## src/rtl/core/cossim_pkg.sv

```systemverilog
// cosine similarity package: widths, queue entry type, back-end state codes
// no dependencies; used by every file of the block
package cossim_pkg;

  // element and accumulator widths
  localparam int ELEM_W     = 16;
  localparam int PROD_W     = 2 * ELEM_W;       // signed a*b
  localparam int SQ_W       = 2 * ELEM_W - 1;   // a*a, nonnegative
  localparam int DOT_W      = 42;
  localparam int NORM_W     = 41;

  // root and divide widths
  localparam int ROOT_SCALE = 22;
  localparam int RAD_W      = 64;
  localparam int ROOT_W     = RAD_W / 2;
  localparam int REM_W      = ROOT_W + 2;
  localparam int DEN_W      = 2 * ROOT_W;
  localparam int FRAC_SHIFT = 15 + ROOT_SCALE;
  localparam int QUO_W      = 17;
  localparam int DIV_W      = DEN_W + QUO_W - 1;
  localparam int SQRT_STEPS = ROOT_W;
  localparam int DIV_STEPS  = QUO_W;
  localparam int STEP_W     = 5;

  // result limits
  localparam logic [ELEM_W-1:0] SIM_POS_MAX = 16'h7fff;
  localparam logic [ELEM_W-1:0] SIM_NEG_MAX = 16'h8000;
  localparam logic [QUO_W-1:0]  QUO_POS_CAP = 17'd32767;
  localparam logic [QUO_W-1:0]  QUO_NEG_CAP = 17'd32768;

  localparam int QUEUE_DEPTH = 4;

  typedef struct packed {
    logic signed [DOT_W-1:0] dot;
    logic [NORM_W-1:0]       norm_a;
    logic [NORM_W-1:0]       norm_b;
  } cossim_sums_t;

  typedef enum logic [2:0] {
    ST_IDLE,
    ST_SQRT,
    ST_MUL,
    ST_DIV,
    ST_DONE
  } cossim_state_t;

endpackage

```

## src/rtl/core/cossim_ifs.sv

```systemverilog
// stream interfaces of the cosine similarity block: element pairs in, results out
// depends on cossim_pkg
interface cossim_in_if;
  logic                                valid;
  logic                                ready;
  logic signed [cossim_pkg::ELEM_W-1:0] elem_a;
  logic signed [cossim_pkg::ELEM_W-1:0] elem_b;
  logic                                last;

  modport source(output valid, output elem_a, output elem_b, output last, input ready);
  modport sink(input valid, input elem_a, input elem_b, input last, output ready);
endinterface


```

## src/rtl/core/cossim_front.sv

```systemverilog
// front end: takes element pairs, squares and multiplies, keeps saturating sums
// depends on cossim_pkg and cossim_in_if; pushes finished sums into cossim_queue
module cossim_front (
  input  logic                     clk,
  input  logic                     rst_n,
  cossim_in_if.sink                in_ch,
  input  logic                     q_full,
  output logic                     q_push,
  output cossim_pkg::cossim_sums_t q_data
);

  localparam int PROD_W = cossim_pkg::PROD_W;
  localparam int SQ_W   = cossim_pkg::SQ_W;
  localparam int DOT_W  = cossim_pkg::DOT_W;
  localparam int NORM_W = cossim_pkg::NORM_W;

  logic                     in_ready;
  logic                     acc_en;
  logic signed [PROD_W-1:0] ab_w;
  logic signed [PROD_W-1:0] aa_w;
  logic signed [PROD_W-1:0] bb_w;

  logic                     p_valid_r;
  logic                     p_last_r;
  logic signed [PROD_W-1:0] p_ab_r;
  logic [SQ_W-1:0]          p_aa_r;
  logic [SQ_W-1:0]          p_bb_r;

  logic signed [DOT_W-1:0]  dot_r;
  logic [NORM_W-1:0]        norm_a_r;
  logic [NORM_W-1:0]        norm_b_r;

  logic [DOT_W:0]           dot_sum;
  logic [NORM_W:0]          na_sum;
  logic [NORM_W:0]          nb_sum;
  logic [DOT_W-1:0]         dot_nxt;
  logic [NORM_W-1:0]        norm_a_nxt;
  logic [NORM_W-1:0]        norm_b_nxt;

  // a last pair waiting on a full queue holds the product stage
  assign in_ready    = !(p_valid_r && p_last_r && q_full);
  assign acc_en      = p_valid_r && in_ready;
  assign in_ch.ready = in_ready;

  assign ab_w = in_ch.elem_a * in_ch.elem_b;
  assign aa_w = in_ch.elem_a * in_ch.elem_a;
  assign bb_w = in_ch.elem_b * in_ch.elem_b;

  always_ff @(posedge clk) begin
    if (!rst_n) begin
      p_valid_r <= 1'b0;
    end else if (in_ready) begin
      p_valid_r <= in_ch.valid;
    end
  end

  always_ff @(posedge clk) begin
    if (in_ready && in_ch.valid) begin
      p_ab_r   <= ab_w;
      p_aa_r   <= aa_w[SQ_W-1:0];
      p_bb_r   <= bb_w[SQ_W-1:0];
      p_last_r <= in_ch.last;
    end
  end

  // saturating accumulate
  always_comb begin
    dot_sum = {dot_r[DOT_W-1], dot_r}
            + {{(DOT_W + 1 - PROD_W){p_ab_r[PROD_W-1]}}, p_ab_r};
    na_sum  = {1'b0, norm_a_r} + {{(NORM_W + 1 - SQ_W){1'b0}}, p_aa_r};
    nb_sum  = {1'b0, norm_b_r} + {{(NORM_W + 1 - SQ_W){1'b0}}, p_bb_r};

    if (dot_sum[DOT_W] != dot_sum[DOT_W-1]) begin
      dot_nxt = dot_sum[DOT_W] ? {1'b1, {(DOT_W-1){1'b0}}} : {1'b0, {(DOT_W-1){1'b1}}};
    end else begin
      dot_nxt = dot_sum[DOT_W-1:0];
    end
    norm_a_nxt = na_sum[NORM_W] ? {NORM_W{1'b1}} : na_sum[NORM_W-1:0];
    norm_b_nxt = nb_sum[NORM_W] ? {NORM_W{1'b1}} : nb_sum[NORM_W-1:0];
  end

  always_ff @(posedge clk) begin
    if (!rst_n) begin
      dot_r    <= '0;
      norm_a_r <= '0;
      norm_b_r <= '0;
    end else if (acc_en) begin
      if (p_last_r) begin
        dot_r    <= '0;
        norm_a_r <= '0;
        norm_b_r <= '0;
      end else begin
        dot_r    <= dot_nxt;
        norm_a_r <= norm_a_nxt;
        norm_b_r <= norm_b_nxt;
      end
    end
  end

  assign q_push        = acc_en && p_last_r;
  assign q_data.dot    = dot_nxt;
  assign q_data.norm_a = norm_a_nxt;
  assign q_data.norm_b = norm_b_nxt;

endmodule

```

## src/flat_wrapper.sv

```systemverilog
// flat-port wrapper written by rule: the top's interface ports become plain ports
module cossim_front_flat 
  (clk, rst_n, q_full, q_push, q_data, in_ch_valid, in_ch_elem_a, in_ch_elem_b, in_ch_last, in_ch_ready);
  cossim_in_if in_ch_i ();
  input  logic clk;
  input  logic rst_n;
  input  logic q_full;
  output logic q_push;
  output cossim_pkg::cossim_sums_t q_data;
  input wire logic [$bits(in_ch_i.valid)-1:0] in_ch_valid;
  input wire logic [$bits(in_ch_i.elem_a)-1:0] in_ch_elem_a;
  input wire logic [$bits(in_ch_i.elem_b)-1:0] in_ch_elem_b;
  input wire logic [$bits(in_ch_i.last)-1:0] in_ch_last;
  output wire logic [$bits(in_ch_i.ready)-1:0] in_ch_ready;
  assign in_ch_i.valid = in_ch_valid;
  assign in_ch_i.elem_a = in_ch_elem_a;
  assign in_ch_i.elem_b = in_ch_elem_b;
  assign in_ch_i.last = in_ch_last;
  assign in_ch_ready = in_ch_i.ready;
  cossim_front u_core (.clk(clk), .rst_n(rst_n), .in_ch(in_ch_i), .q_full(q_full), .q_push(q_push), .q_data(q_data));
endmodule
```

## config.mk

```make
export PLATFORM = sky130hd
export DESIGN_NAME = cossim_front_flat
export DESIGN_NICKNAME = d
export VERILOG_FILES = /design/src/rtl/core/cossim_pkg.sv /design/src/rtl/core/cossim_ifs.sv /design/src/rtl/core/cossim_front.sv /design/src/flat_wrapper.sv
export SDC_FILE = /design/constraint.sdc
export NUM_CORES = 2
export LEC_CHECK = 0
export BUFFER_PORTS_ARGS = -buffer_cell sky130_fd_sc_hd__buf_2
export CORE_MARGIN = 1.5
export CORE_UTILIZATION = 25
export DETAILED_ROUTE_END_ITERATION = 10
export SYNTH_ARGS = -nofsm -noshare
export SYNTH_HDL_FRONTEND = slang
export SYNTH_SLANG_ARGS = --single-unit
```

## constraint.sdc

```tcl
create_clock -name clk -period 10.3 [get_ports clk]
set_clock_uncertainty 0.05 [all_clocks]
set_input_delay 1.545 -clock clk [delete_from_list [all_inputs] [get_ports clk]]
set_output_delay 1.545 -clock clk [all_outputs]
set_load 0.03 [all_outputs]
```

After elaboration in Yosys (flattened, before gate mapping). Cells that the tools add are included. W data, S select, Z words.

Bits in registers: 220. Input port bits: 37. Output and inout bits: 126.

Add/subtract/negate cells: 3. Multiply operators: 3. Equality and inequality tests: 1. Mux-type cells: 7. Reduce and logical (&&, ||, !) cells: 6.

Operator list (number): $mux W41 (4); $mux W42 (3); $add A41 B31 Y42 (2); $mul A16 B16 Y31 (2); $add A42 B32 Y43 (1); $mul A16 B16 Y32 (1); $logic_and A1 B1 Y1 (5); $logic_not A1 Y1 (1); $ne A1 B1 Y1 (1).

Depth between registers and ports, before layout.
Depth after elaboration: 5. Gate-level depth with buffers: 26. Depth with buffers taken out: 24.

Worst setup path before layout. Ideal clock, no wire load.

Path type: input port to flip-flop. Start point: in in_ch_elem_a[8]. End point: reg u_core.p_aa_r[28] (data pin). Library setup time: 0.258 ns. Arrival: 7.419 ns. Setup slack: 2.574 ns. Stages on the path: 25. Path buffers: 2. Path through: clkbuf_1 clkbuf_1 nand2_1 inv_1 fa_1 inv_1 fa_1 fa_1 fa_1 inv_1 fa_1 inv_1 fa_1 inv_1 ha_1 a21o_1 a21o_1 a21oi_1 a2bb2oi_1 o221ai_1 o211a_1 a311oi_2 o21bai_1 a21o_1 xor2_1.

Longest elaborated chain between the ends: 1.

Ends and longest elaborated chain: start: declaration (line flat_wrapper.sv:11) `input wire logic [$bits(in_ch_i.elem_a)-1:0] in_ch_elem_a;`; $mul A16 B16 Y31 (line cossim_front.sv:46) `assign aa_w = in_ch.elem_a * in_ch.elem_a;`; via u_core.aa_w[28] (line cossim_front.sv:20) `logic signed [PROD_W-1:0] aa_w;`; end signal: assignment (line cossim_front.sv:60) `p_aa_r <= aa_w[SQ_W-1:0];`; end: declaration (line cossim_front.sv:26) `logic [SQ_W-1:0] p_aa_r;`.

The timed path passes the listed nets, and every way through them passes these cells. A chain may end at the register's enable or synchronous reset.

Worst setup path after layout.
Start point: in in_ch_elem_a[2]. End point: reg u_core.p_aa_r[28] (data pin).

Same word-level chain as after synthesis.

==> summary.md <==
| Metric | Value |
|---|---|
| Status | `finished, final reports clean` |
| Hpwl dp | `around 86,000 um` |
| Final max-slew violation count | `0` |
| Layout net count | `~5,700` |
| Number of flops mapped to enable cells by yosys | `93` |
| Crit path launch type | `input port` |
| Layout cell share with drive strength beyond 1 | `under 10%` |
| Crit path largest cell delay | `roughly 0.62 ns` |
| Initial Util | `25.1%` |
| Crit path capture type | `register` |
| Yosys top cell by area | `fa_1` |
| Gr usage total | `12.9%` |
| Post-synth ARST share | `0%` |
| Setup Fix Bufs, Post-CTS | `0` |
| Max cap viols | `0` |
| Cell Area, Synth | `40,800 um2` |
| Top cell type's share of synthesized area | `between 30% and 40%` |
| TritonCTS clock tree | `yes` |
| Primary FF master, synth | `dfxtp_1` |
| Number of top-level pins | `163` |
| Min Tclk post-route | `8.06 ns` |
| Cell count after synthesis | `roughly 4,500` |
| Hold buffer count at cts | `0` |
| Number of global-route vias before repair | `approximately 33,000` |
| Initial antenna violation count | `19` |
| Rows | `approximately 150` |
| Worst Path Required | `10.61 ns` |
| Synth area leaders | `fa_1, ha_1, inv_1` |
| Crit path max fanout | `27` |
| Least-Margin Pin Slew | `roughly 1 ns` |
| Drt total wl | `approximately 110,000 um` |
| R2r setup slk | `around 5.6 ns` |
| Antenna viol nets, final | `0` |
| Die width | `just over 400 um` |
| Cell variety after synth | `92` |
| Die ar. | `166,000 um2` |
| Crit-path leading delay family | `adder cells` |
| Final period util | `between 70% and 80%` |
| Synthesized net count | `roughly 5,600` |
| Flops & latches, synth | `around 220` |
| First-pass GRT wire length | `around 170,000 um` |
| Initial DRC count | `1,691` |
| CP dominant cell by count | `fa_1` |
| Setup TNS | `0 ns` |
| Clk Tree Root Cell | `clkbuf_16` |
| Final Hold Vio Count | `0` |
| Synth-to-Final Area Change | `9.59%` |
| Top-count cell post-synth | `inv_1` |
| CTS Buffer Depth | `3` |
| CP max stage cell | `clkinv_1` |
| Setup repair after global routing missed its margin | `false` |
| WP buf/inv | `5` |
| Residual DRC count | `0` |
| Average cell area after synthesis | `between 9 and 10 um2` |
| Synth warn | `0` |
| Final Wtd Congestion | `between 0.8 and 0.9` |
| Register area share after synthesis | `13.0%` |
| Pre-Repair DR Iteration Count | `5` |
| Worst EP arrival | `between 8 and 9 ns` |
| Synth cell count leaders | `inv_1, fa_1, nand2_1` |
| Via density | `~4.5` |
| Worst Setup Path Type | `input port to register` |
| Largest net degree at the start of global routing | `71` |
| PostCTS Resize Cnt | `0` |
| Die height | `a little over 400 um` |
| Inserted Clock Buffers | `28` |
| WL/cell | `15.8 um` |
| CTS Sinks | `218` |
| Clk_lat worst skew | `0.61 ns` |
| Hold Path Class | `register to register` |
| Grt ovf | `0` |
| Timing-limited maximum frequency | `~120 MHz` |
| Final setup violation count | `0` |
| Clock Pin Slew Worst Setup and Hold Paths | `0.06 ns` |
| Worst path cell trace | `buf_2 -> clkinv_1 -> nor2_1 -> ha_1 -> xor2_1 -> fa_1 -> fa_1 -> inv_1 -> fa_1 -> fa_1 -> inv_1 -> fa_1 -> inv_1 -> ha_1 -> a21o_1 -> a21o_1 -> a21oi_1 -> o21ba_2 -> o221ai_1 -> o211a_1 -> a311oi_2 -> o21bai_1 -> a21o_1 -> xor2_1` |
| Placeable Area | `~160,000 um2` |
| H-tree levels | `1` |
| Vias | `approximately 31,000` |
| Slew HR | `34.9%` |
| IO buf count | `between 150 and 200` |
==> worst reg2reg max path, delay by kind of cell (launching register included) <==
kind	cells	cell delay [ns]
fa+ha+maj	2	0.60
simple gates	2	0.77
buf+inv	2	0.42
compound gates	8	2.42
flops	1	0.39
==> cells by family (layout without fill, tap and decap cells) <==
kind of cell	after synthesis	in the layout	share of synthesized area, %
buffers and inverters	1138	1213	10.8
AND/OR/NAND/NOR	1118	1118	12.7
adder cells (fa/ha/maj)	1084	1084	46.4
AO/OA/AOI/OAI	724	724	12.1
XOR/XNOR	220	220	4.72
flip-flops	218	218	13.0
multiplexers	10	10	0.276
other	0	4	0
==> flip-flops by register name (all words and copies together) (netlist names) <==
register and count:
u_core.p_valid_r 1, u_core.p_ab_r 32, u_core.dot_r 42, u_core.norm_b_r 41, u_core.norm_a_r 41, u_core.p_last_r 1
u_core.p_aa_r 30, u_core.p_bb_r 30
==> layer usage <==
layer	global-route usage (%)	part of all wire, %	wire length (um)	up-vias
li1	-	-	-	14300
met1	15.4	40	42700	15600
met2	23.9	52	55900	612
met3	1.82	4.9	5230	151
met4	3.82	2.7	2840	20
met5	0	0.12	124	-
==> cell usage in the layout, fill, tap and decap left out, types with 12 or more instances in the layout <==
cell / n
dfxtp_1: 125
ha_1: 362
xnor2_1: 158
nor3_1: 18
and3_1: 29
clkinv_1: 12
or2_2: 15
edfxtp_1: 93
fa_1: 720
and2_1: 170
o21bai_1: 24
nand3_1: 61
a22o_1: 57
o21a_1: 31
xor2_1: 62
o211ai_1: 17
buf_2: 162
a31oi_1: 22
o21ai_0: 110
a211oi_1: 21
buf_4: 25
clkbuf_16: 28
a21o_1: 121
nand2_1: 453
nor2_1: 250
inv_1: 964
nor2b_1: 22
o21ai_1: 38
a21oi_1: 163
nand2b_1: 34
o31ai_1: 13
nand4_1: 13
==> cell type report <==
type | count | area [um2]
diodes | 4 | 10.0
clock buffers | 35 | 737
clock inverters | 17 | 185
fillers | 17300 | 118000
inverters | 974 | 3660
multi-input cells | 3156 | 31100
flip-flops and latches | 218 | 5300
well taps | 2175 | 2720
repair buffers | 187 | 998
==> metrics by stage <==
step / area (um2) / hold WS (ns) / utilization (%) / std cells / setup WS, ns
6_report: 44700 / 0.404 / 27.6 / 6766 / 2.24
5_1_grt: 44700 / 0.426 / 27.6 / 6764 / 1.99
4_1_cts: 44700 / 0.407 / 27.5 / 6762 / 2.36
3_5_place_dp: 43800 / 0.399 / 27.0 / 6710 / 1.69
3_3_place_gp: 43800 / 0.393 / 27.0 / 6710 / 1.76
2_1_floorplan: 40800 / 0.380 / - / 4512 / 2.57
==> final timing paths <==
path                    start                 to  depth (start not counted)
max           in_ch_elem_a[2]  u_core.p_aa_r[28]                         24
max reg2reg  u_core.p_ab_r[0]   u_core.dot_r[32]                         14
min          u_core.dot_r[17]   u_core.dot_r[17]                          2
min reg2reg  u_core.dot_r[17]   u_core.dot_r[17]                          2
Power is not shown: default switching activity piles up to over one toggle a cycle in this logic, so the estimate is an artifact.
