**src/rtl/core/cossim_pkg.sv**
```systemverilog
// cosine similarity package: widths, queue entry type, back-end state codes
// no dependencies; used by every file of the block
package cossim_pkg;

  // element and accumulator widths
  localparam int ELEM_W     = 16;
  localparam int PROD_W     = 2 * ELEM_W;       // signed a*b
  localparam int SQ_W       = 2 * ELEM_W - 1;   // a*a, nonnegative
  localparam int DOT_W      = 42;
  localparam int NORM_W     = 41;

  // root and divide widths
  localparam int ROOT_SCALE = 22;
  localparam int RAD_W      = 64;
  localparam int ROOT_W     = RAD_W / 2;
  localparam int REM_W      = ROOT_W + 2;
  localparam int DEN_W      = 2 * ROOT_W;
  localparam int FRAC_SHIFT = 15 + ROOT_SCALE;
  localparam int QUO_W      = 17;
  localparam int DIV_W      = DEN_W + QUO_W - 1;
  localparam int SQRT_STEPS = ROOT_W;
  localparam int DIV_STEPS  = QUO_W;
  localparam int STEP_W     = 5;

  // result limits
  localparam logic [ELEM_W-1:0] SIM_POS_MAX = 16'h7fff;
  localparam logic [ELEM_W-1:0] SIM_NEG_MAX = 16'h8000;
  localparam logic [QUO_W-1:0]  QUO_POS_CAP = 17'd32767;
  localparam logic [QUO_W-1:0]  QUO_NEG_CAP = 17'd32768;

  localparam int QUEUE_DEPTH = 4;

  typedef struct packed {
    logic signed [DOT_W-1:0] dot;
    logic [NORM_W-1:0]       norm_a;
    logic [NORM_W-1:0]       norm_b;
  } cossim_sums_t;

  typedef enum logic [2:0] {
    ST_IDLE,
    ST_SQRT,
    ST_MUL,
    ST_DIV,
    ST_DONE
  } cossim_state_t;

endpackage

```
**src/rtl/core/cossim_queue.sv**
```systemverilog
// short queue of finished vector sums between front end and back end
// depends on cossim_pkg
module cossim_queue #(
  parameter int DEPTH = cossim_pkg::QUEUE_DEPTH
) (
  input  logic                     clk,
  input  logic                     rst_n,
  input  logic                     push,
  input  cossim_pkg::cossim_sums_t push_data,
  output logic                     full,
  input  logic                     pop,
  output cossim_pkg::cossim_sums_t pop_data,
  output logic                     empty
);

  localparam int PTR_W = $clog2(DEPTH);
  localparam int CNT_W = $clog2(DEPTH + 1);

  cossim_pkg::cossim_sums_t entries_r [DEPTH];
  logic [PTR_W-1:0] wr_ptr_r;
  logic [PTR_W-1:0] rd_ptr_r;
  logic [CNT_W-1:0] count_r;

  assign full     = (count_r == CNT_W'(DEPTH));
  assign empty    = (count_r == '0);
  assign pop_data = entries_r[rd_ptr_r];

  always_ff @(posedge clk) begin
    if (push) begin
      entries_r[wr_ptr_r] <= push_data;
    end
  end

  always_ff @(posedge clk) begin
    if (!rst_n) begin
      wr_ptr_r <= '0;
      rd_ptr_r <= '0;
      count_r  <= '0;
    end else begin
      if (push) begin
        wr_ptr_r <= (wr_ptr_r == PTR_W'(DEPTH - 1)) ? '0 : wr_ptr_r + 1'b1;
      end
      if (pop) begin
        rd_ptr_r <= (rd_ptr_r == PTR_W'(DEPTH - 1)) ? '0 : rd_ptr_r + 1'b1;
      end
      case ({push, pop})
        2'b10:   count_r <= count_r + 1'b1;
        2'b01:   count_r <= count_r - 1'b1;
        default: count_r <= count_r;
      endcase
    end
  end

endmodule

```
**config.mk**
```make
export PLATFORM = sky130hd
export DESIGN_NAME = cossim_queue
export DESIGN_NICKNAME = d
export VERILOG_FILES = /design/src/rtl/core/cossim_pkg.sv /design/src/rtl/core/cossim_queue.sv
export SDC_FILE = /design/constraint.sdc
export NUM_CORES = 1
export LEC_CHECK = 0
export BUFFER_PORTS_ARGS = -buffer_cell sky130_fd_sc_hd__buf_2
export CORE_AREA = 2 2 186 188
export DETAILED_ROUTE_END_ITERATION = 10
export DIE_AREA = 0 0 188 190
export GPL_ROUTABILITY_DRIVEN = 0
export PLACE_DENSITY_LB_ADDON = 0.1
export SYNTH_ARGS = -nofsm -noshare
export SYNTH_HDL_FRONTEND = slang
export SYNTH_SLANG_ARGS = --single-unit
export TNS_END_PERCENT = 30
```
**constraint.sdc**
```tcl
create_clock -name clk -period 12.5 [get_ports clk]
set_input_delay 2.5 -clock clk [delete_from_list [all_inputs] [get_ports clk]]
set_output_delay 2.5 -clock clk [all_outputs]
set_load 0.01 [all_outputs]
```
---- Yosys cells after proc, flatten, opt, wreduce, memory -nomap -nowiden ----
Memories as Yosys holds them, arrays and structs flattened. A register that Yosys moved wholly into a read port is not among the register bits.
Index checks and enable logic that the tools add are counted.
storage, ports and cells
  bits in registers ....................... 7
  output and inout bits ................... 126
  bits of input ports ..................... 128
  bits in writable memories ............... 496
  memories ................................ 1
cells by class
  equality and inequality tests ........... 5
  reduce and logical (&&, ||, !) cells .... 2
  add/subtract/negate cells ............... 4
  multiplexer cells ....................... 7
memory list
  memory     words  width  read ports  clocked after Yosys merged registers in  write ports  RTL line            RTL
  entries_r  4      124    1           1                                        1            cossim_queue.sv:19  cossim_pkg::cossim_sums_t entries_r [DEPTH];
operator list
  cell                                                                count
  2-bit 2-to-1 mux                                                    4
  2-bit == test, second input constant                                3
  3-bit one-hot mux with 2 select lines                               1
  2-bit by 1-bit adder with 2-bit output, second input constant       2
  3-bit by 1-bit adder with 3-bit output, second input constant       1
  3-bit == test, second input constant                                1
  3-bit logical NOT                                                   1
  3-bit by 1-bit subtractor with 3-bit output, second input constant  1
  2-bit by 1-bit == test with 1-bit output, second input constant     1
  1-bit 2-to-1 mux                                                    2
  2-bit nonzero test                                                  1

---- Longest topological paths before layout ----
Gate-level depths: netlist of the first run.
  depth after elaboration ................. 4
  mapped depth ............................ 7
  gate-level depth less buffers ........... 7

---- Worst setup path before layout of the first run ----
No wires, ideal clock.
  kind .................................... input to register
  start point ............................. input push
  end point ............................... memory entries_r[0][0] (netlist name) (enable)
  data arrival time ....................... 5.344 ns
  path slack .............................. 6.659 ns
  cell stages on the path ................. 1
  path through ............................ and2_1
between the ends
  longest elaborated chain between the ends .. 2
ends and longest elaborated chain
  element                                 RTL line            RTL
  from (decl)                             cossim_queue.sv:8   input logic push,
  1-bit 2-to-1 mux                        cossim_queue.sv:29  if (push) begin
  1-bit 2-to-1 mux (implied by the code)  cossim_queue.sv:30  entries_r[wr_ptr_r] <= push_data;
  to (decl)                               cossim_queue.sv:19
No other way between the ends.

==> results of run 1 <==
==> critical path: cells and delay by family (launching register included) <==
kind | cells | cell delay [ns]
muxes | 1 | 0.46
DFF | 1 | 1.05
buffers and inverters | 2 | 0.98
==> final cells by class <==
cell class / count / area (um2) / area share [%]
Multi-Input combinational cell: 156 / 3060 / 14.2
Clock buffer: 58 / 1300 / 6.02
Clock inverter: 29 / 233 / 1.08
Tap cell: 455 / 569 / 2.63
Sequential cell: 505 / 15100 / 69.7
Inverter: 6 / 22.5 / 0.104
Timing Repair Buffer: 262 / 1330 / 6.17
Antenna cell: 7 / 17.5 / 0.0810
==> routing by layer <==
layer,up-vias,wire (um)
li1,3572,-
met1,4335,13500
met2,312,17500
met3,61,2930
met4,10,795
met5,-,67
==> metrics by stage <==
step           area [um2]  total power, mW  setup WS [ns]
2_1_floorplan       18300             2.16           6.66
3_3_place_gp        20100             2.28           7.46
3_5_place_dp        20100             2.29           7.42
4_1_cts             21600             3.69           6.80
5_1_grt             21600             3.78           6.71
6_report            21600             3.65           6.85
==> kinds of logic (layout without fill, tap and decap cells) <==
logic type / Yosys count / count (layout) / synth area share (%)
AO/OA/AOI/OAI: 5 / 5 / 0.164
XOR/XNOR: 2 / 2 / 0.0956
adder cells (fa/ha/maj): 7 / 7 / 0.519
buffers and inverters: 34 / 355 / 1.12
flip-flops: 505 / 505 / 82.2
multiplexers: 126 / 126 / 15.3
other: 0 / 7 / 0
AND/OR/NAND/NOR: 16 / 16 / 0.539
==> sequential cells by signal (all words and copies together), names as in the netlist, named ones only <==
| signal | flops |
|---|---|
| count_r | 3 |
| entries_r | 496 |
| wr_ptr_r | 2 |
| rd_ptr_r | 2 |
==> cells in the mapped netlist, drive strengths merged <==
cell type	instances
or3	1
and3	1
mux2i	2
nand2	1
mux4	124
clkbuf	6
o21a	1
and2	6
o21ai	2
ha	6
a21oi	1
inv	6
fa	1
nor2b	4
nor3b	2
dfxtp	9
a21boi	1
xor2	1
edfxtp	496
nor3	1
xnor2	1
buf	22
==> path summary, 6_finish.rpt <==
path                                   from              end  slack [ns]  cells past startpoint
worst max-delay path               register      pop_data[4]        6.85                      3
worst min-delay path             count_r[2]       count_r[2]        0.53                      2
worst max register to register  wr_ptr_r[0]  entries_r[3][8]        9.62                      4
worst min register to register   count_r[2]       count_r[2]        0.53                      2
==> power groups by stage <==
stage               registers (mW)  logic (mW)  clock network (mW)
floorplan                     1.99       0.173                   0
global placement              1.99       0.286                   0
detailed placement            2.00       0.292                   0
CTS                           1.96       0.294                1.43
global route                  1.97       0.311                1.50
finish                        1.96       0.287                1.40
==> results.txt, run 1 <==
Outcome -> complete, no violations
Clock sink count -> 505
Fin. Hold Viols -> 0
CTS-repair resized insts -> 0
Int Pwr -> 2.89 mW
Crit. End Element -> output pin
PwrDens -> 169 nW/um2
Hold_buf cts -> 0
Cells along the critical path -> buf_4 -> mux4_2 -> buf_2
Clk_skew -> 0.0200 ns
I/O pin total -> 254
CTS max path bufs -> 3
Met3 Resource Use GR -> 6.60%
Hold Path Class -> register to register
Post CTS Setup Buffer Count -> 0
Final net count -> 1116
CTS Buf Count -> 50
Die Height -> 190 um
Root Buffer -> clkbuf_16
CP max-delay cell -> dfxtp_4
Worst setup SP type -> register
Area delta synth->final -> 17.9%
Worst Path Class, Setup -> register to output pin
Vias in the first global route -> 9240
Clk slew on worst S/H paths -> 0.06 ns
Finished Layout Cells -> 1478
Synth Instances -> 695
Starting density of the core -> 54.0%
Total track usage -> 20.1%
RSZ-0062 raised after global routing -> false
Switching power -> 0.763 mW
H-tree depth -> 2
Syn Area/Cell -> 26.4 um2
#FFs+latches synth -> 505
Max-slew headroom -> 24.1%
Maxcap violations -> 0
Drt pass-1 iters -> 5
Initial antenna violation count -> 11
Crit path DAT -> 3.15 ns
Synth Cell Area -> 18300 um2
Area leader, netlist -> edfxtp_1
Clk_lat worst skew -> 0.56 ns
DRT antenna net count -> 0
Fin util -> 63.7%
Final WL -> 34.9 mm
DRC -> 0
Synth top area cells -> edfxtp_1 81%, mux4_2 15%, dfxtp_1 0.98%, buf_6 0.49%, ha_1 0.41%
Peak VDD IR -> 0.123 mV
Drt via density -> 5.61
Slew at the pin closest to its max-slew limit -> 1.14 ns
Worst EP required -> 10.00 ns
Site Rows -> 68
DP Wirelength -> 21.3 mm
Synth Net Count -> 830
# setup viols final -> 0
Post-synthesis cell type count -> 23
Sequential share of the synthesized area -> 82.2%
Fin crit share -> 45.2%
Commonest cells after routing, fill and taps aside -> 496 x edfxtp_1, 253 x buf_2, 124 x mux4_2
Die outline width -> 188 um
Yosys top cell area share -> 81.2%
Total core area -> 33900 um2
Layout cells sized above 1 -> 45.2%
DR iter-0 viols -> 595
Max Fclk -> 0.177 GHz
Busiest layer in global routing -> met2
CTS tree -> done
I/O Buffers -> 253
Switching portion of total power -> 20.9%
Fill cell count -> 2272
Min Tclk post-route -> 5.65 ns
Slew Limit Fails -> 0
Commonest non-fill, non-tap cell in the layout -> edfxtp_1
Ys Warns -> 0
Largest net degree at the start of global routing -> 72
Routed vias -> 8290
Comb power frac -> 7.9%
M1 GR Usage -> 25.0%
Placed cells -> 1384
Leakage -> 7.25 nW
Setup TNS -> 0 ns
Power share of the clock group -> 38.4%
Gr ovfl total -> 0
Worst hold margin -> 0.533 ns
WL/cell -> 23.6 um
Crit path max fanout -> 71
First-pass GRT wire length -> 53.6 mm
Sequential power share -> 53.7%
Die ar. -> 35700 um2
CP peak stage delay -> 1.05 ns
GRT met2 Usage -> 33.8%
(Power assumes the default switching activity.)
==> run 2, diff against run 1 <==
- ABC_AREA: not set -> 1
- CORE_AREA: 2 2 186 188 -> 2 2 194 196
- DIE_AREA: 0 0 188 190 -> 0 0 196 198
- clock period: 12.5 -> 4.75 ns (I/O delays scaled with it)
==> run 2 against run 1 <==
Compared with the run above:
- sequential cell count stayed put
- non-clock buffer count increased by 7
- core utilization down 4.5 points
- routed wire length grew 15%
- sequential share of layout area is 0.81 points lower
- sequential power grew to 2.6 times the previous value
- worst setup slack worse by 5.7 ns
- cell count increased by 36%
- die area grew 8.6%
- clock power rose to 2.6 times the previous value
- critical path depth increased by 1
- first-iteration DRC count rose by 29%
- largest cell class unchanged
- largest power group unchanged
- highest routed layer unchanged
==> results.txt, run 2 <==
Setup WS pre-CTS -> 1.68 ns
WL/cell -> 20.0 um
Hold_buf cts -> 0
H-tree depth -> 2
Clk slew on worst S/H paths -> 0.06 ns
Most common cell in the synthesized netlist -> edfxtp_1
First-pass GRT wire length -> 60.6 mm
Crit path max fanout -> 124
Fin. Hold Viols -> 0
Final Worst Setup Slack -> 1.11 ns
Finished Layout Cells -> 2016
Synth Instances -> 1258
Clk_lat worst skew -> 0.58 ns
RSZ-0062 raised after global routing -> false
Site Rows -> 71
Syn Area/Cell -> 15.0 um2
Number of synthesized flops with an enable pin -> 496
Top_reg_cell synth -> edfxtp_1
Worst hold margin -> 0.543 ns
Post-synth top cells -> 496 x edfxtp_1, 253 x nor2_1, 145 x o21ai_0, 124 x o22ai_1, 107 x o21ai_1
Max-slew headroom -> 30.8%
DRC -> 0
Layout cells sized above 1 -> 22.0%
Gr ovfl total -> 0
Final net count -> 1634
Slew at the pin closest to its max-slew limit -> 1.04 ns
CP bufs+invs -> 2
Max Fclk -> 0.274 GHz
Routed vias -> 11100
I/O Buffers -> 253
Crit. End Element -> output pin
Reg2reg start -> wr_ptr_r[0]
Area delta synth->final -> 16.0%
Flip-flop count of the largest register after layout -> 496
Synth Cell Area -> 18900 um2
Multi-input logic area -> 3170 um2
Cells along the critical path -> inv_6 -> o21ai_0 -> o22ai_1 -> buf_2
DRT antenna net count -> 0
Die ar. -> 38800 um2
Fill cell count -> 2915
Crit path DAT -> 2.69 ns
Die Height -> 198 um
Setup TNS -> 0 ns
Hold wc startpoint -> wr_ptr_r[1]
Sequential cell area -> 15100 um2
DR iter-0 viols -> 766
Leakage -> 7.62 nW
Async SR Flop Fraction -> 0%
Min Tclk post-route -> 3.64 ns
CP peak stage delay -> 0.83 ns
Drt via density -> 5.50
Placed cells -> 1921
Placed Instance Area -> 20400 um2
Peak VDD IR -> 0.367 mV
Synth top area cells -> edfxtp_1 79%, nor2_1 5.0%, o22ai_1 4.1%, o21ai_0 3.8%, o21ai_1 2.8%
Root Buffer -> clkbuf_16
Commonest cells after routing, fill and taps aside -> 496 x edfxtp_1, 253 x nor2_1, 253 x buf_2
Die outline width -> 196 um
Commonest non-fill, non-tap cell in the layout -> edfxtp_1
Total track usage -> 20.6%
PwrDens -> 442 nW/um2
Top Registers -> entries_r: 496 flops, count_r: 3 flops
Largest net degree at the start of global routing -> 125
Worst EP required -> 3.80 ns
Worst setup SP type -> register
Yosys top cell area share -> 79.0%
CP top delay family -> buffers and inverters
Largest Register -> entries_r
Slew Limit Fails -> 0
# setup viols final -> 0
CTS Buf Count -> 50
Worst Path Class, Setup -> register to output pin
CTS tree -> done
Fin util -> 59.2%
Maxcap violations -> 0
Post CTS Setup Buffer Count -> 0
Hold Path Class -> register to register
Clock sink count -> 505
I/O pin total -> 254
Drt pass-1 iters -> 5
Area leader, netlist -> edfxtp_1
Starting density of the core -> 51.0%
CP max-delay cell -> inv_6
Total core area -> 37000 um2
Initial antenna violation count -> 13
Overall power -> 9.67 mW
Outcome -> complete, no violations
Final WL -> 40.3 mm
CTS max path bufs -> 3
Clk_skew -> 0.0160 ns
DP Wirelength -> 21.9 mm
Post-synthesis cell type count -> 21
Design area -> 21900 um2
Synth Net Count -> 1393
Ys Warns -> 0
Fin crit share -> 76.7%
CTS-repair resized insts -> 0
Vias in the first global route -> 10600
#FFs+latches synth -> 505
Sequential share of the synthesized area -> 79.9%
run 2: final cells by class:
type / count / area share (%)
Clock inverter: 24 / 0.715
Timing Repair Buffer: 269 / 6.62
Tap cell: 474 / 2.71
Clock buffer: 62 / 6.02
Multi-Input combinational cell: 655 / 14.5
Inverter: 18 / 0.412
Sequential cell: 505 / 68.9
Antenna cell: 9 / 0.103
run 2: layer usage:
| metal | share of wire (%) | global-route usage (%) | wire length, um |
|---|---|---|---|
| met5 | 0.24 | 0 | 96 |
| met4 | 1.7 | 4.99 | 678 |
| met3 | 7.9 | 7.00 | 3180 |
| met2 | 48 | 33.1 | 19200 |
| met1 | 43 | 27.5 | 17100 |
run 2: where the power goes:
part           switching [mW]  internal [mW]  total, mW
clock network            1.56           2.06       3.61
logic                   0.606          0.299      0.906
registers              0.0590           5.09       5.15
total                    2.22           7.45       9.67
run 2: cell families after synthesis:
family,count (synthesis),synth area share (%)
flops,505,79.9
compound gates,381,10.9
simple gates,267,5.36
fa+ha+maj,7,0.504
buf+inv,98,3.28
run 2: worst register-to-register path, stage by stage, from the launching register on:
cell and delay, ns:
dfxtp_1 0.41, ha_1 0.20, nand2_1 0.09, inv_4 0.46
buf_4 0.59
run 2: final timing paths:
check	end	slack [ns]	depth (start not counted)
setup / recovery	pop_data[0]	1.11	4
hold / removal	wr_ptr_r[1]	0.54	2
setup reg to reg	entries_r[3][60]	2.62	4
hold reg to reg	wr_ptr_r[1]	0.54	2
==> run 3, diff against run 2 <==
- clock period: 4.75 -> 3.1 ns (I/O delays scaled with it)
==> run 3 against run 2 <==
Compared with the run above:
- sequential share of layout area is 0.80 points lower
- clock power is 59% higher
- critical path type unchanged
- first-iteration DRC count is 30% lower
- worst setup slack worse by 0.96 ns
- non-clock buffer count is 6 higher
- die area stayed put
- largest cell class unchanged
- critical path depth is 1 higher
==> results.txt, run 3 (synthesis gave the netlist of run 2 again) <==
Commonest non-fill, non-tap cell in the layout -> edfxtp_1
Worst EP required -> 2.48 ns
Cells along the critical path -> inv_4 -> buf_4 -> o21ai_0 -> o22ai_1 -> buf_2
Clk_skew -> 0.0183 ns
CP top delay family -> buffers and inverters
# setup viols final -> 0
Overall power -> 15.1 mW
Top Registers -> entries_r: 496 flops, count_r: 3 flops
DRT antenna net count -> 0
Die outline width -> 196 um
PwrDens -> 680 nW/um2
Outcome -> complete, no violations
Worst hold margin -> 0.239 ns
Slew at the pin closest to its max-slew limit -> 0.949 ns
Hold path cells -> 1
Area delta synth->final -> 17.4%
First-pass GRT wire length -> 59.3 mm
Final WL -> 39.4 mm
Leakage -> 7.72 nW
Worst path depth -> 5
M1 GR Usage -> 25.7%
Gr ovfl total -> 0
Clk slew on worst S/H paths -> 0.06 ns
CTS tree -> done
Starting density of the core -> 51.0%
Peak VDD IR -> 0.452 mV
Met3 Resource Use GR -> 5.02%
Root Buffer -> clkbuf_16
Routed vias -> 11000
DP Wirelength -> 21.6 mm
Drt pass-1 iters -> 4
Placed cells -> 1927
Busiest layer in global routing -> met2
Hold_buf cts -> 0
Finished Layout Cells -> 2029
Crit. End Element -> output pin
CP max-delay cell -> dfxtp_4
Worst Path Class, Setup -> register to output pin
Hold Path Class -> primary input to register
Flip-flop count of the largest register after layout -> 496
Min Tclk post-route -> 2.96 ns
Largest Register -> entries_r
Layout cells sized above 1 -> 22.6%
Commonest cells after routing, fill and taps aside -> 496 x edfxtp_1, 253 x nor2_1, 253 x buf_2
GRT met2 Usage -> 33.8%
DR iter-0 viols -> 533
RSZ-0062 raised after global routing -> false
CP bufs+invs -> 3
Total track usage -> 20.1%
Slew Limit Fails -> 0
Die ar. -> 38800 um2
CTS max path bufs -> 3
CTS Buf Count -> 51
Vias in the first global route -> 10600
Crit path DAT -> 2.34 ns
Fin crit share -> 95.4%
Fin util -> 59.9%
Clock sink count -> 505
Worst setup SP type -> register
Clk_lat worst skew -> 0.58 ns
CP peak stage delay -> 0.50 ns
I/O Buffers -> 253
Total core area -> 37000 um2
WL/cell -> 19.4 um
Max-slew headroom -> 36.7%
Crit path max fanout -> 51
Max Fclk -> 0.338 GHz
H-tree depth -> 2
Maxcap violations -> 0
Setup TNS -> 0 ns
Initial antenna violation count -> 8
Worst reg-to-reg path cell count -> 4
Drt via density -> 5.43
Die Height -> 198 um
DRC -> 0
Site Rows -> 71
I/O pin total -> 254
Largest net degree at the start of global routing -> 125
Fin. Hold Viols -> 0
Final net count -> 1641
-- run 3: power by group --
| group | internal (mW) | total (mW) | switching [mW] |
|---|---|---|---|
| Combinational | 0.490 | 1.44 | 0.945 |
| Sequential | 7.81 | 7.88 | 0.0750 |
| Clock | 3.31 | 5.74 | 2.43 |
| Total | 11.6 | 15.1 | 3.45 |
-- run 3: through the flow --
step | setup slack (ns) | instance area (um2)
after detailed placement | 0.601 | 20500
after global placement | 0.589 | 20500
after global routing | 0.0108 | 22100
final | 0.143 | 22100
after floorplan | -0.420 | 18900
after CTS | 0.109 | 22100
-- run 3: final timing paths --
kind / startpoint / to / slack [ns]
worst min-delay path: push_data[17] / entries_r[0][17] / 0.24
worst max-delay path: register / pop_data[105] / 0.14
worst max register to register: wr_ptr_r[0] / entries_r[1][57] / 1.26
worst min register to register: wr_ptr_r[1] / wr_ptr_r[1] / 0.53
-- run 3: final cells by class --
type	count	area, um2
timing repair buffer	275	1610
sequential	505	15100
clock inverter	35	244
clock buffer	60	1330
tap	474	593
antenna	7	17.5
fill	2875	14800
multi-input combinational	655	3170
inverter	18	90.1
-- run 3: per-layer routing --
layer  vias up  part of all wire, %  wire length, um
met2       259                   49            19200
met4         4                  2.2              869
li1       5285                    -                -
met5         -                0.076               30
met3        59                  6.4             2540
met1      5404                   43            16800
-- run 3: timing repair --
item / in CTS / in global routing
resized for setup: 1 / 0
endpoints found under the setup margin: 7 / 0
buffers inserted: 0 / 0
