==> config.mk <==
export PLATFORM = sky130hd
export DESIGN_NAME = cossim_back_flat
export DESIGN_NICKNAME = d
export VERILOG_FILES = /design/src/rtl/core/cossim_pkg.sv /design/src/rtl/core/cossim_ifs.sv /design/src/rtl/core/cossim_back.sv /design/src/flat_wrapper.sv
export SDC_FILE = /design/constraint.sdc
export NUM_CORES = 2
export LEC_CHECK = 0
export ABC_AREA = 1
export BUFFER_PORTS_ARGS = -buffer_cell sky130_fd_sc_hd__buf_2
export CORE_ASPECT_RATIO = 0.8
export CORE_MARGIN = 4
export CORE_UTILIZATION = 65
export DETAILED_ROUTE_END_ITERATION = 16
export PLACE_DENSITY = 0.82
export RECOVER_POWER = 25
export SYNTH_ARGS = -nofsm -noshare
export SYNTH_HDL_FRONTEND = slang
export SYNTH_SLANG_ARGS = --single-unit
==> constraint.sdc <==
create_clock -name clk -period 9.74 [get_ports clk]
set_input_delay 1.948 -clock clk [delete_from_list [all_inputs] [get_ports clk]]
set_output_delay 1.948 -clock clk [all_outputs]
set_load 0.03 [all_outputs]
==> src/rtl/core/cossim_pkg.sv <==
// cosine similarity package: widths, queue entry type, back-end state codes
// no dependencies; used by every file of the block
package cossim_pkg;

  // element and accumulator widths
  localparam int ELEM_W     = 16;
  localparam int PROD_W     = 2 * ELEM_W;       // signed a*b
  localparam int SQ_W       = 2 * ELEM_W - 1;   // a*a, nonnegative
  localparam int DOT_W      = 42;
  localparam int NORM_W     = 41;

  // root and divide widths
  localparam int ROOT_SCALE = 22;
  localparam int RAD_W      = 64;
  localparam int ROOT_W     = RAD_W / 2;
  localparam int REM_W      = ROOT_W + 2;
  localparam int DEN_W      = 2 * ROOT_W;
  localparam int FRAC_SHIFT = 15 + ROOT_SCALE;
  localparam int QUO_W      = 17;
  localparam int DIV_W      = DEN_W + QUO_W - 1;
  localparam int SQRT_STEPS = ROOT_W;
  localparam int DIV_STEPS  = QUO_W;
  localparam int STEP_W     = 5;

  // result limits
  localparam logic [ELEM_W-1:0] SIM_POS_MAX = 16'h7fff;
  localparam logic [ELEM_W-1:0] SIM_NEG_MAX = 16'h8000;
  localparam logic [QUO_W-1:0]  QUO_POS_CAP = 17'd32767;
  localparam logic [QUO_W-1:0]  QUO_NEG_CAP = 17'd32768;

  localparam int QUEUE_DEPTH = 4;

  typedef struct packed {
    logic signed [DOT_W-1:0] dot;
    logic [NORM_W-1:0]       norm_a;
    logic [NORM_W-1:0]       norm_b;
  } cossim_sums_t;

  typedef enum logic [2:0] {
    ST_IDLE,
    ST_SQRT,
    ST_MUL,
    ST_DIV,
    ST_DONE
  } cossim_state_t;

endpackage

==> src/rtl/core/cossim_ifs.sv <==


interface cossim_out_if;
  logic                                valid;
  logic                                ready;
  logic signed [cossim_pkg::ELEM_W-1:0] similarity;
  logic                                zero_norm;

  modport source(output valid, output similarity, output zero_norm, input ready);
  modport sink(input valid, input similarity, input zero_norm, output ready);
endinterface

==> src/rtl/core/cossim_back.sv <==
// back end: two bit-serial square roots, root product, serial divide, result register
// depends on cossim_pkg and cossim_out_if; pops sums from cossim_queue
module cossim_back (
  input  logic                     clk,
  input  logic                     rst_n,
  input  logic                     q_empty,
  input  cossim_pkg::cossim_sums_t q_data,
  output logic                     q_pop,
  cossim_out_if.source             out_ch
);

  localparam int ELEM_W     = cossim_pkg::ELEM_W;
  localparam int DOT_W      = cossim_pkg::DOT_W;
  localparam int NORM_W     = cossim_pkg::NORM_W;
  localparam int RAD_W      = cossim_pkg::RAD_W;
  localparam int ROOT_W     = cossim_pkg::ROOT_W;
  localparam int REM_W      = cossim_pkg::REM_W;
  localparam int DEN_W      = cossim_pkg::DEN_W;
  localparam int QUO_W      = cossim_pkg::QUO_W;
  localparam int DIV_W      = cossim_pkg::DIV_W;
  localparam int STEP_W     = cossim_pkg::STEP_W;
  localparam int ROOT_SCALE = cossim_pkg::ROOT_SCALE;
  localparam int FRAC_SHIFT = cossim_pkg::FRAC_SHIFT;

  // one restoring square root step: brings down two radicand bits
  function automatic logic [REM_W+ROOT_W-1:0] sqrt_step(input logic [REM_W-1:0]  rem,
                                                         input logic [1:0]        pair,
                                                         input logic [ROOT_W-1:0] root);
    logic [REM_W+1:0] rsh;
    logic [REM_W+1:0] trial;
    logic [REM_W+1:0] diff;
    rsh   = {rem, pair};
    trial = {2'b00, root, 2'b01};
    diff  = rsh - trial;
    if (rsh >= trial) begin
      return {diff[REM_W-1:0], root[ROOT_W-2:0], 1'b1};
    end else begin
      return {rsh[REM_W-1:0], root[ROOT_W-2:0], 1'b0};
    end
  endfunction

  cossim_pkg::cossim_state_t state_r;
  cossim_pkg::cossim_state_t state_nxt;

  logic [STEP_W-1:0]   step_r;
  logic [RAD_W-1:0]    rad_a_r;
  logic [RAD_W-1:0]    rad_b_r;
  logic [REM_W-1:0]    rem_a_r;
  logic [REM_W-1:0]    rem_b_r;
  logic [ROOT_W-1:0]   root_a_r;
  logic [ROOT_W-1:0]   root_b_r;
  logic [DOT_W-1:0]    mag_r;
  logic                neg_r;
  logic                zn_r;
  logic [DIV_W-1:0]    div_rem_r;
  logic [DIV_W-1:0]    div_d_r;
  logic [QUO_W-1:0]    quo_r;

  logic                out_valid_r;
  logic [ELEM_W-1:0]   out_sim_r;
  logic                out_zn_r;

  logic                in_zero;
  logic                sqrt_last;
  logic                div_last;
  logic                out_free;
  logic                out_load;
  logic [REM_W+ROOT_W-1:0] step_a;
  logic [REM_W+ROOT_W-1:0] step_b;
  logic [DEN_W-1:0]    den_w;
  logic [DOT_W-1:0]    dot_u;
  logic [ELEM_W-1:0]   sim_w;

  assign in_zero   = (q_data.norm_a == '0) || (q_data.norm_b == '0);
  assign sqrt_last = (step_r == STEP_W'(cossim_pkg::SQRT_STEPS - 1));
  assign div_last  = (step_r == STEP_W'(cossim_pkg::DIV_STEPS - 1));
  assign out_free  = !out_valid_r || out_ch.ready;

  // next state
  always_comb begin
    state_nxt = state_r;
    case (state_r)
      cossim_pkg::ST_IDLE: begin
        if (!q_empty) begin
          state_nxt = in_zero ? cossim_pkg::ST_DONE : cossim_pkg::ST_SQRT;
        end
      end
      cossim_pkg::ST_SQRT: begin
        if (sqrt_last) begin
          state_nxt = cossim_pkg::ST_MUL;
        end
      end
      cossim_pkg::ST_MUL: begin
        state_nxt = cossim_pkg::ST_DIV;
      end
      cossim_pkg::ST_DIV: begin
        if (div_last) begin
          state_nxt = cossim_pkg::ST_DONE;
        end
      end
      cossim_pkg::ST_DONE: begin
        if (out_free) begin
          state_nxt = cossim_pkg::ST_IDLE;
        end
      end
      default: state_nxt = cossim_pkg::ST_IDLE;
    endcase
  end

  // state outputs
  always_comb begin
    q_pop    = 1'b0;
    out_load = 1'b0;
    case (state_r)
      cossim_pkg::ST_IDLE: q_pop    = !q_empty;
      cossim_pkg::ST_DONE: out_load = out_free;
      default: begin
        q_pop    = 1'b0;
        out_load = 1'b0;
      end
    endcase
  end

  always_ff @(posedge clk) begin
    if (!rst_n) begin
      state_r <= cossim_pkg::ST_IDLE;
      step_r  <= '0;
    end else begin
      state_r <= state_nxt;
      if ((state_r == cossim_pkg::ST_SQRT && !sqrt_last) ||
          (state_r == cossim_pkg::ST_DIV && !div_last)) begin
        step_r <= step_r + 1'b1;
      end else begin
        step_r <= '0;
      end
    end
  end

  assign step_a = sqrt_step(rem_a_r, rad_a_r[RAD_W-1:RAD_W-2], root_a_r);
  assign step_b = sqrt_step(rem_b_r, rad_b_r[RAD_W-1:RAD_W-2], root_b_r);
  assign den_w  = root_a_r * root_b_r;
  assign dot_u  = q_data.dot;

  always_ff @(posedge clk) begin
    case (state_r)
      cossim_pkg::ST_IDLE: begin
        rad_a_r  <= {{(RAD_W - NORM_W - ROOT_SCALE){1'b0}}, q_data.norm_a, {ROOT_SCALE{1'b0}}};
        rad_b_r  <= {{(RAD_W - NORM_W - ROOT_SCALE){1'b0}}, q_data.norm_b, {ROOT_SCALE{1'b0}}};
        rem_a_r  <= '0;
        rem_b_r  <= '0;
        root_a_r <= '0;
        root_b_r <= '0;
        neg_r    <= dot_u[DOT_W-1];
        mag_r    <= dot_u[DOT_W-1] ? ('0 - dot_u) : dot_u;
        zn_r     <= in_zero;
        quo_r    <= '0;
      end
      cossim_pkg::ST_SQRT: begin
        {rem_a_r, root_a_r} <= step_a;
        {rem_b_r, root_b_r} <= step_b;
        rad_a_r <= {rad_a_r[RAD_W-3:0], 2'b00};
        rad_b_r <= {rad_b_r[RAD_W-3:0], 2'b00};
      end
      cossim_pkg::ST_MUL: begin
        div_rem_r <= {{(DIV_W - DOT_W - FRAC_SHIFT){1'b0}}, mag_r, {FRAC_SHIFT{1'b0}}};
        div_d_r   <= {den_w, {(QUO_W - 1){1'b0}}};
      end
      cossim_pkg::ST_DIV: begin
        if (div_rem_r >= div_d_r) begin
          div_rem_r <= div_rem_r - div_d_r;
          quo_r     <= {quo_r[QUO_W-2:0], 1'b1};
        end else begin
          quo_r     <= {quo_r[QUO_W-2:0], 1'b0};
        end
        div_d_r <= {1'b0, div_d_r[DIV_W-1:1]};
      end
      default: begin
        quo_r <= quo_r;
      end
    endcase
  end

  // clamp to Q1.15, quotient bit 16 alone already means saturation
  always_comb begin
    if (zn_r) begin
      sim_w = '0;
    end else if (neg_r) begin
      sim_w = (quo_r >= cossim_pkg::QUO_NEG_CAP) ? cossim_pkg::SIM_NEG_MAX
                                                 : ELEM_W'(0) - quo_r[ELEM_W-1:0];
    end else begin
      sim_w = (quo_r >= cossim_pkg::QUO_POS_CAP) ? cossim_pkg::SIM_POS_MAX
                                                 : quo_r[ELEM_W-1:0];
    end
  end

  always_ff @(posedge clk) begin
    if (!rst_n) begin
      out_valid_r <= 1'b0;
    end else if (out_load) begin
      out_valid_r <= 1'b1;
    end else if (out_ch.ready) begin
      out_valid_r <= 1'b0;
    end
  end

  always_ff @(posedge clk) begin
    if (out_load) begin
      out_sim_r <= sim_w;
      out_zn_r  <= zn_r;
    end
  end

  assign out_ch.valid      = out_valid_r;
  assign out_ch.similarity = out_sim_r;
  assign out_ch.zero_norm  = out_zn_r;

  // nonzero norms always give roots of at least 2^11
  a_root_nonzero: assert property (@(posedge clk) disable iff (!rst_n)
    state_r == cossim_pkg::ST_MUL |-> (root_a_r != '0 && root_b_r != '0))
    else $error("zero root reached the divider");

  a_zero_norm_result: assert property (@(posedge clk) disable iff (!rst_n)
    out_valid_r && out_zn_r |-> out_sim_r == '0)
    else $error("zero-norm result carries a nonzero similarity");

  a_load_from_done: assert property (@(posedge clk) disable iff (!rst_n)
    $rose(out_valid_r) |-> $past(state_r) == cossim_pkg::ST_DONE)
    else $error("result register loaded outside the done state");

  a_pop_only_idle_free: assert property (@(posedge clk) disable iff (!rst_n)
    q_pop |=> (state_r == cossim_pkg::ST_SQRT || state_r == cossim_pkg::ST_DONE))
    else $error("popped sums not taken up by the back end");

endmodule

==> src/flat_wrapper.sv <==
// flat-port wrapper written by rule: the top's interface ports become plain ports
module cossim_back_flat 
  (clk, rst_n, q_empty, q_data, q_pop, out_ch_valid, out_ch_similarity, out_ch_zero_norm, out_ch_ready);
  cossim_out_if out_ch_i ();
  input  logic clk;
  input  logic rst_n;
  input  logic q_empty;
  input  cossim_pkg::cossim_sums_t q_data;
  output logic q_pop;
  output wire logic [$bits(out_ch_i.valid)-1:0] out_ch_valid;
  output wire logic [$bits(out_ch_i.similarity)-1:0] out_ch_similarity;
  output wire logic [$bits(out_ch_i.zero_norm)-1:0] out_ch_zero_norm;
  input wire logic [$bits(out_ch_i.ready)-1:0] out_ch_ready;
  assign out_ch_valid = out_ch_i.valid;
  assign out_ch_similarity = out_ch_i.similarity;
  assign out_ch_zero_norm = out_ch_i.zero_norm;
  assign out_ch_i.ready = out_ch_ready;
  cossim_back u_core (.clk(clk), .rst_n(rst_n), .q_empty(q_empty), .q_data(q_data), .q_pop(q_pop), .out_ch(out_ch_i));
endmodule
# Word level (Yosys, flattened, before mapping)
# Cells that the tools add are included.
# word_totals
register_bits	507
inputBits	128
# op_classes
n_addsub	6
multipliers	1
order_cmp	5
eq_ne	11
mux	27
reduce_logical	19
# op_table
operator	count
case mux 80 bit (2 select lines)	2
case mux 64 bit (2 select lines)	2
case mux 34 bit (2 select lines)	2
two-way mux 66 bit	2
case mux 32 bit (2 select lines)	2
logical NOT 41 bit	2
>= comparator 80 bit	1
two-way mux 80 bit	1
subtractor 80 bit	1
>= comparator 36 x 34 -> 1 bit	2
subtractor 34 bit	2
multiplier 32 x 32 -> 64 bit	1
two-way mux 16 bit	3
subtractor 1 x 42 -> 42 bit (first input constant)	1
two-way mux 41 bit	1
case mux 17 bit (2 select lines)	1
>= comparator 17 x 15 -> 1 bit (second input constant)	1
>= comparator 17 x 16 -> 1 bit (second input constant)	1
subtractor 1 x 16 -> 16 bit (first input constant)	1
two-way mux 3 bit	5
case mux 3 bit (5 select lines)	1
== test 5 bit (second input constant)	2
nonzero test 2 bit	4
== test 3 x 2 -> 1 bit (second input constant)	2
12 further kinds	26

# Longest topological paths before layout
# logic_depth
ltp_word	5
ltp_mapped	32
depth_no_buf	30

# Worst setup path before layout
# No wires, ideal clock.
# synth_path
path_type	flip-flop to flip-flop
from	reg u_core.state_r[2]
to	reg u_core.rad_a_r[22] (enable)
t_arrival_ns	7.341
t_required_ns	9.153
path_slack_ns	1.812
stages_incl_launch_ff	6
n_path_buf	0
cell_sequence	dfxtp_1 nor2_1 inv_1 nor2_1 inv_1 nand2_1
# synth_via
elab_chain_len	2
elab_cells_between_ends	3
classes_between	1 x eq/ne; 2 x reduce/logical
# synth_rtl
element	line_no	source
from (decl)	cossim_back.sv:42	cossim_pkg::cossim_state_t state_r;
from (signal assigned)	cossim_back.sv:126	state_r <= cossim_pkg::ST_IDLE;
from (signal assigned)	cossim_back.sv:129	state_r <= state_nxt;
== test 3 x 1 -> 1 bit or logical NOT 3 bit (tied branches)	cossim_back.sv:145	case (state_r)
nonzero test 2 bit (no source line) (*)	--	
to (signal assigned)	cossim_back.sv:147	rad_a_r <= {{(RAD_W - NORM_W - ROOT_SCALE){1'b0}}, q_data.norm_a, {ROOT_SCALE{1'b0}}};
to (signal assigned)	cossim_back.sv:161	rad_a_r <= {rad_a_r[RAD_W-3:0], 2'b00};
to (decl)	cossim_back.sv:46	logic [RAD_W-1:0] rad_a_r;
# Every way passes the cells marked *; elsewhere a longest branch is shown, timed or not.
# A chain may end at the register's enable or synchronous reset.

# Final worst setup path
# layout_path
from	reg u_core.root_a_r[10]
to	reg u_core.div_d_r[59], data pin
# layout_via
elab_chain_len	2
# layout_rtl
element	line_no	source
from (decl)	cossim_back.sv:50	logic [ROOT_W-1:0] root_a_r;
from (signal assigned)	cossim_back.sv:159	{rem_a_r, root_a_r} <= step_a;
multiplier 32 x 32 -> 64 bit	cossim_back.sv:141	assign den_w = root_a_r * root_b_r;
case mux 80 bit (2 select lines)	cossim_back.sv:145	
to (signal assigned)	cossim_back.sv:166	div_d_r <= {den_w, {(QUO_W - 1){1'b0}}};
to (signal assigned)	cossim_back.sv:175	div_d_r <= {1'b0, div_d_r[DIV_W-1:1]};
to (decl)	cossim_back.sv:56	logic [DIV_W-1:0] div_d_r;
# No other way between the ends.

==> flow_metrics.env <==
export IMPL_outcome="finished, violations left"
export IMPL_failing_checks="max-capacitance violations, max-slew violations"
export IMPL_worst_r2r_startpoint="u_core.root_a_r[10]"
export IMPL_layout_common_cells="sky130_fd_sc_hd__nand2_1, sky130_fd_sc_hd__inv_1, sky130_fd_sc_hd__fa_1, sky130_fd_sc_hd__nor2_1, sky130_fd_sc_hd__edfxtp_1"
export IMPL_count_of_clock_tree_sinks=463
export IMPL_finish_instance_area_sq_um=71180
export IMPL_synth_largest_type_area_fraction_pct=26.60
export IMPL_worstPathRequired_ns=10.07
export IMPL_rsz0062_at_grt="false"
export IMPL_fin_util_pct=69.20
export IMPL_synth_seq_area_share_pct=20.46
export IMPL_gp_routability_congestion=1.024
export IMPL_post_cts_buffers=0
export IMPL_final_hold_viols=0
export IMPL_routed_via_density=5.557
export IMPL_drt_pre_antenna_iters=8
export IMPL_mean_syn_cell_area_sq_um=7.319
export IMPL_groute_usage_overall_pct=38.33
export IMPL_floorplan_die_width_microns=368.3
export IMPL_dp_hpwl_microns=166100
export IMPL_cts_resized=0
export IMPL_syn_cell_area_sq_um=67520
export IMPL_die_height_microns=296.3
export IMPL_hold_path_startpoint="u_core.step_r[0]"
export IMPL_grt_start_max_net_pins=156
export IMPL_timing_worst_setup_path_type="register to register"
export IMPL_final_layout_size_suffix_gt1_share_pct=4.247
export IMPL_fmax_mhz=123.5
export IMPL_multiInputGateArea_sq_um=43550
export IMPL_layout_area_seq_sq_um=13810
export IMPL_layout_worst_path_cycle_share_pct=83.16
export IMPL_route_detailed_drc=0
export IMPL_cts_buffer_depth=3
export IMPL_layout_cells_most_common="sky130_fd_sc_hd__nand2_1"
export IMPL_yosys_cell_types_count=49
export IMPL_syn_inst=9225
export IMPL_top_level_ports=147
export IMPL_grt_pass1_wl_microns=326400
export IMPL_max_slew_margin_pct=-115.4
export IMPL_layoutNonFillerInstCount=10630
export IMPL_number_of_global_route_vias_before_repair=59520
export IMPL_synth_area_leader_cell="sky130_fd_sc_hd__fa_1"
export IMPL_placedInstanceArea_sq_um=69470
export IMPL_wirelength_microns=206600
export IMPL_port_buffers=146
export IMPL_clock_latency_ns=0.68
export IMPL_antenna_found_initial=9
export IMPL_cts_reportedPaths_clkPinSlew_ns=0.07
export IMPL_skew_ns=0.06456
export IMPL_post_cts_hold_buffer_count=0
export IMPL_placed_cells_incl_taps=10530
export IMPL_top_fanout_value_on_the_critical_path=16
export IMPL_detail_route_wl_per_cell_microns=19.44
export IMPL_max_slew_worst_pin_slew_ns=3.231
export IMPL_crit_path_start_kind="register"
export IMPL_clock_tree_from_tritoncts="yes"
export IMPL_hold_path_depth=1
export IMPL_cts_made_buffers=53
export IMPL_antenna_left=0
export IMPL_hold_path_end="u_core.step_r[0]"
export IMPL_final_fill_count=8656
export IMPL_root_buffer="sky130_fd_sc_hd__clkbuf_16"
export IMPL_synthesis_nets=10670
export IMPL_rrSetupSlack_ns=1.64
export IMPL_finalSetupTns_ns=0
export IMPL_async_reset_ff_share_pct=0
export IMPL_end_kind="register"
export IMPL_dominantRegCellSynth="sky130_fd_sc_hd__edfxtp_1"
export IMPL_synth_enable_flop_cells=454
export IMPL_timing_final_setup_violations=0
export IMPL_worstRegToRegCells=23
export IMPL_initial_util_pct=65.64
export IMPL_synthesis_yosys_warnings=0
export IMPL_arrival_ns=8.43
export IMPL_die_area_sq_um=109100
export IMPL_timing_rr_end="u_core.div_d_r[59]"
export IMPL_floorplan_rows=105
export IMPL_post_route_min_period_ns=8.100
export IMPL_global_route_overflow_total=0
export IMPL_cts_max_level=2
export IMPL_hp_class="register to register"
export IMPL_final_max_slew_viol_count=244
export IMPL_maxcap_violations=5
export IMPL_synth_area_leaders="sky130_fd_sc_hd__fa_1, sky130_fd_sc_hd__edfxtp_1, sky130_fd_sc_hd__nand2_1"
export IMPL_fin_nets=10630
export IMPL_detailedRoute_firstIterationViolations=6127
export IMPL_areaGrowthSynthToFinish_pct=5.428
export IMPL_core_area_sq_um=102900
export IMPL_via_count=59050
export IMPL_postSynthRegisterBits=463
-- cell usage after synthesis, types with 3 or more instances --
library cell	instances
sky130_fd_sc_hd__o21ai_1	38
sky130_fd_sc_hd__inv_1	2336
sky130_fd_sc_hd__nand2_2	7
sky130_fd_sc_hd__nor4_1	42
sky130_fd_sc_hd__ha_1	417
sky130_fd_sc_hd__nor2_1	649
sky130_fd_sc_hd__nand3b_1	21
sky130_fd_sc_hd__or2_2	13
sky130_fd_sc_hd__buf_1	10
sky130_fd_sc_hd__a21o_1	10
sky130_fd_sc_hd__nor3_2	6
sky130_fd_sc_hd__nand2_1	2834
sky130_fd_sc_hd__a31oi_1	7
sky130_fd_sc_hd__buf_2	3
sky130_fd_sc_hd__a21boi_0	4
sky130_fd_sc_hd__and3_1	3
sky130_fd_sc_hd__fa_1	897
sky130_fd_sc_hd__nand3_1	312
sky130_fd_sc_hd__nand4_1	46
sky130_fd_sc_hd__o21ai_0	239
sky130_fd_sc_hd__buf_6	8
sky130_fd_sc_hd__edfxtp_1	454
sky130_fd_sc_hd__nor3b_1	3
sky130_fd_sc_hd__a21oi_1	305
sky130_fd_sc_hd__nor2_2	26
sky130_fd_sc_hd__clkinv_1	3
sky130_fd_sc_hd__dfxtp_1	9
sky130_fd_sc_hd__nor3_1	46
sky130_fd_sc_hd__xor2_1	61
sky130_fd_sc_hd__and2_1	7
sky130_fd_sc_hd__buf_12	3
sky130_fd_sc_hd__xnor2_1	43
sky130_fd_sc_hd__clkbuf_1	316
sky130_fd_sc_hd__o21a_1	7
sky130_fd_sc_hd__o21bai_1	22
-- cell families after synthesis --
| group | Yosys count | share of synthesized area [%] |
|---|---|---|
| buf+inv | 2682 | 15.09 |
| xor+xnor | 104 | 1.349 |
| simple gates | 4023 | 23.84 |
| flops | 463 | 20.46 |
| compound gates | 639 | 4.939 |
| fa+ha+maj | 1314 | 34.32 |
-- worst max-delay path: stages, from the launching register on --
cell and delay (ns):
sky130_fd_sc_hd__edfxtp_1 1.26, sky130_fd_sc_hd__buf_4 0.30, sky130_fd_sc_hd__nand2_1 0.08, sky130_fd_sc_hd__fa_1 0.56, sky130_fd_sc_hd__inv_1 0.06, sky130_fd_sc_hd__fa_1 0.49, sky130_fd_sc_hd__fa_1 0.60, sky130_fd_sc_hd__fa_1 0.45
sky130_fd_sc_hd__fa_1 0.53, sky130_fd_sc_hd__fa_1 0.44, sky130_fd_sc_hd__fa_1 0.52, sky130_fd_sc_hd__inv_1 0.06, sky130_fd_sc_hd__fa_1 0.49, sky130_fd_sc_hd__inv_1 0.06, sky130_fd_sc_hd__ha_1 0.41, sky130_fd_sc_hd__nand2_1 0.13
sky130_fd_sc_hd__nor2_1 0.23, sky130_fd_sc_hd__nand2_1 0.16, sky130_fd_sc_hd__nor2_1 0.29, sky130_fd_sc_hd__nand3_1 0.22, sky130_fd_sc_hd__nand3_1 0.14, sky130_fd_sc_hd__nand2_1 0.05, sky130_fd_sc_hd__nand3_1 0.14, sky130_fd_sc_hd__o21ai_0 0.12
-- per-layer routing --
layer / global-route usage, % / part of all wire, %
met1: 53.96 / 41
met2: 57.72 / 42
met5: 0 / 0.023
met4: 13.69 / 4.2
met3: 10.32 / 13
-- registers in the layout, indices dropped and copies added (netlist names) --
signal,count
u_core.root_b_r,32
u_core.step_r,5
u_core.rad_b_r,42
u_core.out_ch.valid,1
u_core.state_r,3
u_core.rad_a_r,42
u_core.mag_r,42
u_core.out_ch.similarity,16
u_core.rem_a_r,34
u_core.rem_b_r,34
u_core.root_a_r,32
u_core.out_ch.zero_norm,1
u_core.neg_r,1
u_core.zn_r,1
u_core.quo_r,17
u_core.div_rem_r,80
u_core.div_d_r,80
-- layout make-up --
class	instances	area share (%)
repair buffers	249	2.136
clock inverters	33	0.5045
diodes	4	0.01406
well taps	1391	2.445
inverters	2342	12.37
clock buffers	64	1.949
flip-flops and latches	463	19.41
multi-input cells	6080	61.18
-- per-stage QoR --
stage          hold slack, ns  setup WS (ns)
2_1_floorplan          0.4297          1.812
3_3_place_gp           0.4441          1.860
3_5_place_dp           0.4661          1.873
4_1_cts                0.4824          1.850
5_1_grt                0.5059          1.356
6_report               0.4760          1.640
-- worst max path at each step --
stage,to,start
after global placement,u_core.div_d_r[55],u_core.root_a_r[11]
after CTS,u_core.div_d_r[59],u_core.root_a_r[10]
after detailed placement,u_core.div_d_r[55],u_core.root_a_r[11]
after global routing,u_core.div_d_r[55],u_core.root_a_r[11]
after floorplan,u_core.rad_a_r[22],u_core.state_r[2]
final,u_core.div_d_r[59],u_core.root_a_r[10]
Power is left out: the tool's default activity adds up to more than one toggle a clock period on the data nets, which glitch-free logic cannot reach.
